### src/rtl/core/kbt_pkg.sv
// shared types and codes for the keyed balance table
`default_nettype none

package kbt_pkg;

  localparam int KBT_ENTRIES = 16;
  localparam int KEY_W       = 32;
  localparam int VAL_W       = 64;
  localparam int CMD_W       = 2;
  localparam int STATUS_W    = 3;

  localparam logic [CMD_W-1:0] CMD_ADD = 2'd0;
  localparam logic [CMD_W-1:0] CMD_SUB = 2'd1;
  localparam logic [CMD_W-1:0] CMD_GET = 2'd2;

  localparam logic [STATUS_W-1:0] ST_OK       = 3'd0;
  localparam logic [STATUS_W-1:0] ST_NOT_POS  = 3'd1;
  localparam logic [STATUS_W-1:0] ST_NO_ENTRY = 3'd2;
  localparam logic [STATUS_W-1:0] ST_FULL     = 3'd3;
  localparam logic [STATUS_W-1:0] ST_OVERFLOW = 3'd4;

  // write request into the entry store
  typedef struct packed {
    logic              key_we;
    logic              val_we;
    logic [KEY_W-1:0]  key;
    logic [VAL_W-1:0]  value;
  } kbt_wr_t;

endpackage

`default_nettype wire

### src/rtl/core/kbt_store.sv
// key and value memories, one registered read port each and a shared write port
`default_nettype none

module kbt_store
  import kbt_pkg::*;
#(
  parameter int ENTRIES = KBT_ENTRIES,
  parameter int IW      = (ENTRIES > 1) ? $clog2(ENTRIES) : 1
) (
  input  wire logic             clk,
  input  wire logic             key_re,
  input  wire logic [IW-1:0]    key_raddr,
  output      logic [KEY_W-1:0] key_rdata,
  input  wire logic             val_re,
  input  wire logic [IW-1:0]    val_raddr,
  output      logic [VAL_W-1:0] val_rdata,
  input  wire logic [IW-1:0]    wr_addr,
  input  wire kbt_wr_t          wr
);

  logic [KEY_W-1:0] key_mem [ENTRIES];
  logic [VAL_W-1:0] val_mem [ENTRIES];

  always_ff @(posedge clk) begin
    if (wr.key_we) begin
      key_mem[wr_addr] <= wr.key;
    end
    if (key_re) begin
      key_rdata <= key_mem[key_raddr];
    end
  end

  always_ff @(posedge clk) begin
    if (wr.val_we) begin
      val_mem[wr_addr] <= wr.value;
    end
    if (val_re) begin
      val_rdata <= val_mem[val_raddr];
    end
  end

endmodule

`default_nettype wire

### src/rtl/core/keyed_balance_table.sv
// top level of the keyed balance table
`default_nettype none

// Associative table of up to ENTRIES asset balances (signed 64-bit) keyed by a
// 32-bit asset id. Commands: add, subtract, get; each item yields exactly one
// result item with the balance after the operation, whether the key existed
// before, and a status code. Items are handled one at a time: after acceptance
// the key memory is scanned serially, one key per cycle through its single
// read port, each key compared in the cycle after its read; then the value is
// read (S_READ) and written back in a read-modify-write step (S_CALC), which
// registers the result and waits while a previous result is held by out_stall.
// The next item is accepted in the cycle after the result is registered. The
// result sits in an output register, so the next item is taken while the
// previous result still waits. Valid bits live in flip-flops cleared by
// reset; no clearing pass is needed.
module keyed_balance_table
  import kbt_pkg::*;
#(
  parameter int ENTRIES = KBT_ENTRIES
) (
  input  wire logic                       clk,
  input  wire logic                       rst,
  input  wire logic                       in_valid,
  output      logic                       in_stall,
  input  wire logic [CMD_W-1:0]           cmd,
  input  wire logic [KEY_W-1:0]           lookup_key,
  input  wire logic signed [VAL_W-1:0]    amount,
  output      logic                       out_valid,
  input  wire logic                       out_stall,
  output      logic signed [VAL_W-1:0]    balance,
  output      logic                       found,
  output      logic [STATUS_W-1:0]        status
);

  localparam int IW = (ENTRIES > 1) ? $clog2(ENTRIES) : 1;
  localparam logic [IW-1:0] LAST = IW'(ENTRIES - 1);

  typedef enum logic [1:0] {S_IDLE, S_SCAN, S_READ, S_CALC} state_t;

  state_t                  state;
  logic [CMD_W-1:0]        cmd_q;
  logic [KEY_W-1:0]        key_q;
  logic signed [VAL_W-1:0] amt_q;
  logic [IW-1:0]           scan_idx;
  logic                    issue_en;
  logic [IW-1:0]           cmp_idx;
  logic                    cmp_en;
  logic                    hit;
  logic [IW-1:0]           slot;
  logic                    free_found;
  logic [IW-1:0]           free_idx;
  logic [ENTRIES-1:0]      valid_bits;

  logic [KEY_W-1:0]        key_rdata;
  logic [VAL_W-1:0]        val_rdata;
  logic                    key_re;
  logic                    val_re;

  logic signed [VAL_W-1:0] bal_cur;
  logic signed [VAL_W-1:0] sum;
  logic signed [VAL_W-1:0] diff;
  logic                    amt_pos;
  logic signed [VAL_W-1:0] res_bal;
  logic [STATUS_W-1:0]     res_status;
  kbt_wr_t                 wr_req;
  kbt_wr_t                 wr_go;
  logic [IW-1:0]           wr_addr;
  logic                    fire;

  assign in_stall = rst || (state != S_IDLE);
  assign key_re   = (state == S_SCAN) && issue_en;
  assign val_re   = (state == S_READ);
  assign fire     = (state == S_CALC) && (!out_valid || !out_stall);

  kbt_store #(
    .ENTRIES (ENTRIES),
    .IW      (IW)
  ) u_store (
    .clk       (clk),
    .key_re    (key_re),
    .key_raddr (scan_idx),
    .key_rdata (key_rdata),
    .val_re    (val_re),
    .val_raddr (slot),
    .val_rdata (val_rdata),
    .wr_addr   (wr_addr),
    .wr        (wr_go)
  );

  // decide the result and the write-back from the fetched entry
  always_comb begin
    bal_cur    = hit ? $signed(val_rdata) : '0;
    amt_pos    = !amt_q[VAL_W-1] && (amt_q != '0);
    sum        = bal_cur + amt_q;
    diff       = bal_cur - amt_q;
    res_bal    = bal_cur;
    res_status = ST_OK;
    wr_req     = '0;
    wr_addr    = slot;
    if (cmd_q == CMD_ADD || cmd_q == CMD_SUB) begin
      if (!amt_pos) begin
        res_status = ST_NOT_POS;
      end else if (cmd_q == CMD_ADD) begin
        if (hit) begin
          if (!bal_cur[VAL_W-1] && sum[VAL_W-1]) begin
            res_status = ST_OVERFLOW;
          end else begin
            res_bal       = sum;
            wr_req.val_we = 1'b1;
            wr_req.value  = sum;
          end
        end else if (!free_found) begin
          res_status = ST_FULL;
        end else begin
          // new entry in the lowest free slot
          wr_addr       = free_idx;
          wr_req.key_we = 1'b1;
          wr_req.val_we = 1'b1;
          wr_req.key    = key_q;
          wr_req.value  = amt_q;
          res_bal       = amt_q;
        end
      end else begin
        if (!hit) begin
          res_status = ST_NO_ENTRY;
        end else if (bal_cur[VAL_W-1] && !diff[VAL_W-1]) begin
          res_status = ST_OVERFLOW;
        end else begin
          res_bal       = diff;
          wr_req.val_we = 1'b1;
          wr_req.value  = diff;
        end
      end
    end
    wr_go        = wr_req;
    wr_go.key_we = wr_req.key_we && fire;
    wr_go.val_we = wr_req.val_we && fire;
  end

  always_ff @(posedge clk) begin
    if (rst) begin
      state      <= S_IDLE;
      out_valid  <= 1'b0;
      valid_bits <= '0;
      issue_en   <= 1'b0;
      cmp_en     <= 1'b0;
      hit        <= 1'b0;
      free_found <= 1'b0;
    end else begin
      if (out_valid && !out_stall && !fire) begin
        out_valid <= 1'b0;
      end
      unique case (state)
        S_IDLE: begin
          if (in_valid) begin
            cmd_q      <= cmd;
            key_q      <= lookup_key;
            amt_q      <= amount;
            scan_idx   <= '0;
            issue_en   <= 1'b1;
            cmp_en     <= 1'b0;
            hit        <= 1'b0;
            free_found <= 1'b0;
            state      <= S_SCAN;
          end
        end
        S_SCAN: begin
          // compare stage runs in the cycle after its key read
          cmp_en  <= issue_en;
          cmp_idx <= scan_idx;
          if (issue_en) begin
            if (scan_idx == LAST) begin
              issue_en <= 1'b0;
            end else begin
              scan_idx <= scan_idx + 1'b1;
            end
          end
          if (cmp_en) begin
            if (valid_bits[cmp_idx] && key_rdata == key_q) begin
              hit  <= 1'b1;
              slot <= cmp_idx;
            end
            if (!valid_bits[cmp_idx] && !free_found) begin
              free_found <= 1'b1;
              free_idx   <= cmp_idx;
            end
            if (cmp_idx == LAST) begin
              state <= S_READ;
            end
          end
        end
        S_READ: begin
          state <= S_CALC;
        end
        S_CALC: begin
          if (fire) begin
            out_valid <= 1'b1;
            balance   <= res_bal;
            found     <= hit;
            status    <= res_status;
            if (wr_req.key_we) begin
              valid_bits[free_idx] <= 1'b1;
            end
            state <= S_IDLE;
          end
        end
        default: begin
          state <= S_IDLE;
        end
      endcase
    end
  end

endmodule

`default_nettype wire

### config.mk
export PLATFORM = sky130hd
export DESIGN_NAME = keyed_balance_table
export DESIGN_NICKNAME = d
export VERILOG_FILES = /design/src/rtl/core/kbt_pkg.sv /design/src/rtl/core/kbt_store.sv /design/src/rtl/core/keyed_balance_table.sv
export SDC_FILE = /design/constraint.sdc
export NUM_CORES = 2
export LEC_CHECK = 0
export BUFFER_PORTS_ARGS = -buffer_cell sky130_fd_sc_hd__clkbuf_2
export CORE_ASPECT_RATIO = 0.75
export CORE_MARGIN = 3
export CORE_UTILIZATION = 55
export DETAILED_ROUTE_END_ITERATION = 7
export PLACE_DENSITY = 0.73
export SLEW_MARGIN = 20
export SYNTH_ARGS = -nofsm -noshare
export SYNTH_HDL_FRONTEND = slang
export SYNTH_SLANG_ARGS = --single-unit
### constraint.sdc
create_clock -name clk -period 7.87 [get_ports clk]
set_input_delay 0.787 -clock clk [delete_from_list [all_inputs] [get_ports clk]]
set_output_delay 0.787 -clock clk [all_outputs]
set_load 0.02 [all_outputs]
==> results by group <==
Run status
  – Outcome: finished, final reports clean

Critical path
  – Critical path arrival: 6.99 ns
  – R2R depth: 16
  – CP max FO: 51
  – R2R setup slack: ~1.3 ns
  – Type of origin of the critical path: register
  – Critical Path RT: roughly 8.3 ns
  – RR Startpoint: hit$_SDFFE_PP0P_
  – WS Path Type: register to register
  – CP Capture Type: register
  – R2r endpoint: u_store.val_mem[3][61]$_DFFE_PP_

STA
  – Final hold violation count: 0
  – Final setup fails: 0
  – RSZ-0062 raised after global routing: no
  – Post-Route Setup TNS: 0 ns
  – Max Transition Viols Final: 0
  – Final min period: 6.523 ns
  – Final period util: 0.8289
  – Setup ws final: 1.347 ns
  – Slew at the pin closest to its max-slew limit: ~1.2 ns
  – Skew final: slightly below 0.07 ns
  – Fmax: 0.1533 GHz
  – Max transition margin: 0.1983

Logic synthesis
  – EDFF count, synth: approximately 1800
  – Seq/Total Area, Yosys: 0.6762
  – Seq cells post-synth: about 1800
  – Top_reg_cell synth: edfxtp_1
  – Post-Syn Area: ~80000 um^2
  – Synth unique cells: around 110
  – Async S/R FF share, synth: 0
  – Mapped Nets: 5067
  – Top cell type's share of synthesized area: 0.6705
  – Syn avg cell area: 16.78 um^2
  – Main area contributors after synthesis: edfxtp_1, mux4_2, ha_1
  – Synth warn: 0
  – Leading area contributor after synthesis: edfxtp_1
  – Syn Inst Count: approximately 4800

Flow run
  – Maxcap violations: 0

Cells and area
  – Layout cells sized above 1: 0.2219
  – Area Overhead vs Synth: 11.62%
  – Layout net count: 5265
  – Final Instance Area: between 90000 and 100000 um^2
  – Final core utilization: 0.6213
  – Finished Layout Cells: approximately 7100

Hold path
  – Cells on Worst Hold Path: 1
  – Worst hold path endpoint: amt_q[53]$_DFFE_PP_
  – Worst hold path type: input pin to register
  – Hold Startpoint: amount[53]

Global route
  – First-pass GRT wire length: 344000 um
  – Met3 GRT Util: 0.08557
  – GRT Residual Overflow: 0
  – GRT met2 Usage: 0.4341
  – Global-route met1 utilization: 0.4938
  – GRT Total Usage: 0.3141
  – Gr busiest metal: met1
  – Number of global-route vias before repair: around 47000
  – Largest net degree at the start of global routing: 142
  – Initial antenna violation count: 12

Detailed routing
  – Vias per cell: around 7
  – DRC violations left: 0
  – Iteration-0 DRC Markers: roughly 8100
  – Antenna viol nets, final: 0
  – Total Wirelength: ~240000 um
  – Drt pass-1 iters: 7
  – Via count: around 49000
  – Wirelength per Cell: 33.56 um

Placed design
  – Routability cong.: roughly 1.0
  – Placed Area: ~85000 um^2
  – Post-place setup slack: 1.554 ns
  – Quantity of I/O buffers inserted on ports: around 170
  – Cells after DPL: ~6800
  – Detailed Place HPWL: between 100000 and 150000 um

CTS
  – Clk_lat worst skew: 0.84 ns
  – Number of buffers added to fix hold violations after cts: 0
  – Setup Fix Bufs, Post-CTS: 0
  – Total CTS buffers: between 150 and 200
  – Root buffer cell: clkbuf_16
  – H-tree level count: 4
  – CTS max path bufs: 3
  – CTS tree: done
  – Clk slew on worst S/H paths: 0.07 ns
  – PostCTS Resize Cnt: 0
  – Clk sink count: around 1800

Floorplanning
  – Core Box Area: approximately 150000 um^2
  – Die width: around 450 um
  – Die area: approximately 150000 um^2
  – Die height: between 300 and 400 um
  – Initial Util: 0.5566
  – I/O Pins: approximately 170
  – # rows: roughly 120

Power
  – Leakage power: around 32 nW
  – Power per cell area: 233.5 nW/um^2
  – Worst vdd rail ir drop: around 0.21 mV
report_power, final:
part / leakage (nW) / internal [mW] / switching [mW]
logic: 10.6 / 0.562 / 1.19
clock network: 2.63 / 4.48 / 3.67
registers: 18.4 / 10.9 / 0.348
total: 31.6 / 16.0 / 5.20
worst max-delay path, stage by stage (launching register included):
cell	delay [ns]
dfxtp_4	0.77
inv_2	0.50
nor2_1	0.33
ha_1	0.38
nor4_1	0.45
and3_1	0.31
nand2_1	0.08
or4_1	0.49
a211oi_2	0.32
o21a_1	0.31
nor3_4	0.08
buf_4	0.32
a21oi_1	0.20
o211a_2	0.28
nand2_1	0.26
nor2_4	0.56
buf_12	0.37
registers in the layout, summed over array words and instances, names as in the netlist, 2 cells and up:
signal and flops:
amt_q 64, balance 64, cmd_q 2, cmp_idx 4
free_idx 4, key_q 32, scan_idx 4, slot 4
state 2, status 3, u_store.key_mem 512, u_store.key_rdata 32
u_store.val_mem 1024, u_store.val_rdata 64, valid_bits 16
cells by family (layout without fill, tap and decap cells):
logic type               Yosys count  in the layout  synth area share
AO/OA/AOI/OAI                    888            888           0.07229
buffers and inverters            441            778           0.02184
XOR/XNOR                         164            164           0.01800
adder cells (fa/ha/maj)          135            135           0.02051
flip-flops                      1837           1837            0.6762
other                              0              3                 0
AND/OR/NAND/NOR                  881            881           0.05558
multiplexers                     494            494            0.1356
worst max path at each step:
stage | from | endpoint | cells past startpoint
3_3_place_gp | hit$_SDFFE_PP0P_ | u_store.val_mem[0][49]$_DFFE_PP_ | 16
5_1_grt | hit$_SDFFE_PP0P_ | u_store.val_mem[3][57]$_DFFE_PP_ | 17
4_1_cts | hit$_SDFFE_PP0P_ | balance[19]$_DFFE_PP_ | 16
6_report | hit$_SDFFE_PP0P_ | u_store.val_mem[3][61]$_DFFE_PP_ | 16
2_1_floorplan | hit$_SDFFE_PP0P_ | u_store.val_mem[12][0]$_DFFE_PP_ | 25
3_5_place_dp | hit$_SDFFE_PP0P_ | u_store.val_mem[3][49]$_DFFE_PP_ | 16
Yosys cell counts, types with 15 or more instances:
cell type / number
a21oi_1: 278
o21a_1: 28
mux4_2: 485
nand3_1: 42
dfxtp_1: 23
a211oi_1: 23
nand2_1: 205
and3_1: 16
o21bai_1: 32
inv_1: 158
xor2_1: 25
nor2_1: 207
o2bb2ai_1: 16
buf_1: 59
nor3b_1: 20
a21o_1: 42
o31ai_1: 21
nor2b_1: 58
a221oi_1: 25
o21ai_1: 53
o21ai_0: 138
nand4_1: 51
ha_1: 125
clkbuf_1: 179
edfxtp_1: 1814
nor3_1: 45
xnor2_1: 137
and2_1: 107
nand2b_1: 22
buf_2: 26
nor4_1: 43
o211ai_1: 19
or3_1: 15
a31oi_1: 38
routing by layer:
layer	up-vias	share of wire
met5	-	0.00011
met4	4	0.029
met3	357	0.14
met2	3620	0.42
met1	25233	0.41
li1	19791	-
metrics by stage:
step	hold slack, ns	total power, mW
4_1_cts	0.07234	21.20
5_1_grt	0.09693	21.76
3_3_place_gp	0.4452	13.15
6_report	0.1284	21.17
3_5_place_dp	0.4554	13.15
2_1_floorplan	0.4244	12.43
cell type report:
class | instances | area, um^2
Clock buffer | 222 | 4428
Clock inverter | 87 | 1047
Fill cell | 10289 | 55260
Timing Repair Buffer | 307 | 2235
Inverter | 162 | 608.1
Multi-Input combinational cell | 2562 | 24960
Sequential cell | 1837 | 54940
Tap cell | 1968 | 2462
Antenna cell | 3 | 7.507
layout by cell type (no fill, tap or decap), drive strengths merged, types with 13 or more instances in the layout:
| cell | count |
|---|---|
| and2 | 107 |
| xnor2 | 137 |
| o31ai | 23 |
| o211a | 13 |
| a221oi | 30 |
| mux4 | 485 |
| clkbuf | 393 |
| or3 | 15 |
| a21oi | 279 |
| o221a | 14 |
| o2bb2ai | 16 |
| a21o | 42 |
| buf | 136 |
| clkinv | 67 |
| nor3b | 22 |
| inv | 166 |
| nor2b | 58 |
| and3 | 16 |
| or2 | 15 |
| nand2b | 22 |
| nand2 | 207 |
| edfxtp | 1814 |
| xor2 | 27 |
| a31oi | 38 |
| nor2 | 210 |
| o211ai | 19 |
| nand4 | 51 |
| a21boi | 22 |
| ha | 125 |
| nand3 | 42 |
| nor3 | 47 |
| o21ai | 192 |
| bufinv | 14 |
| dfxtp | 23 |
| a211oi | 28 |
| o21a | 28 |
| nor4 | 44 |
| o21bai | 32 |
Note: power is estimated with default switching activity, not from simulation.
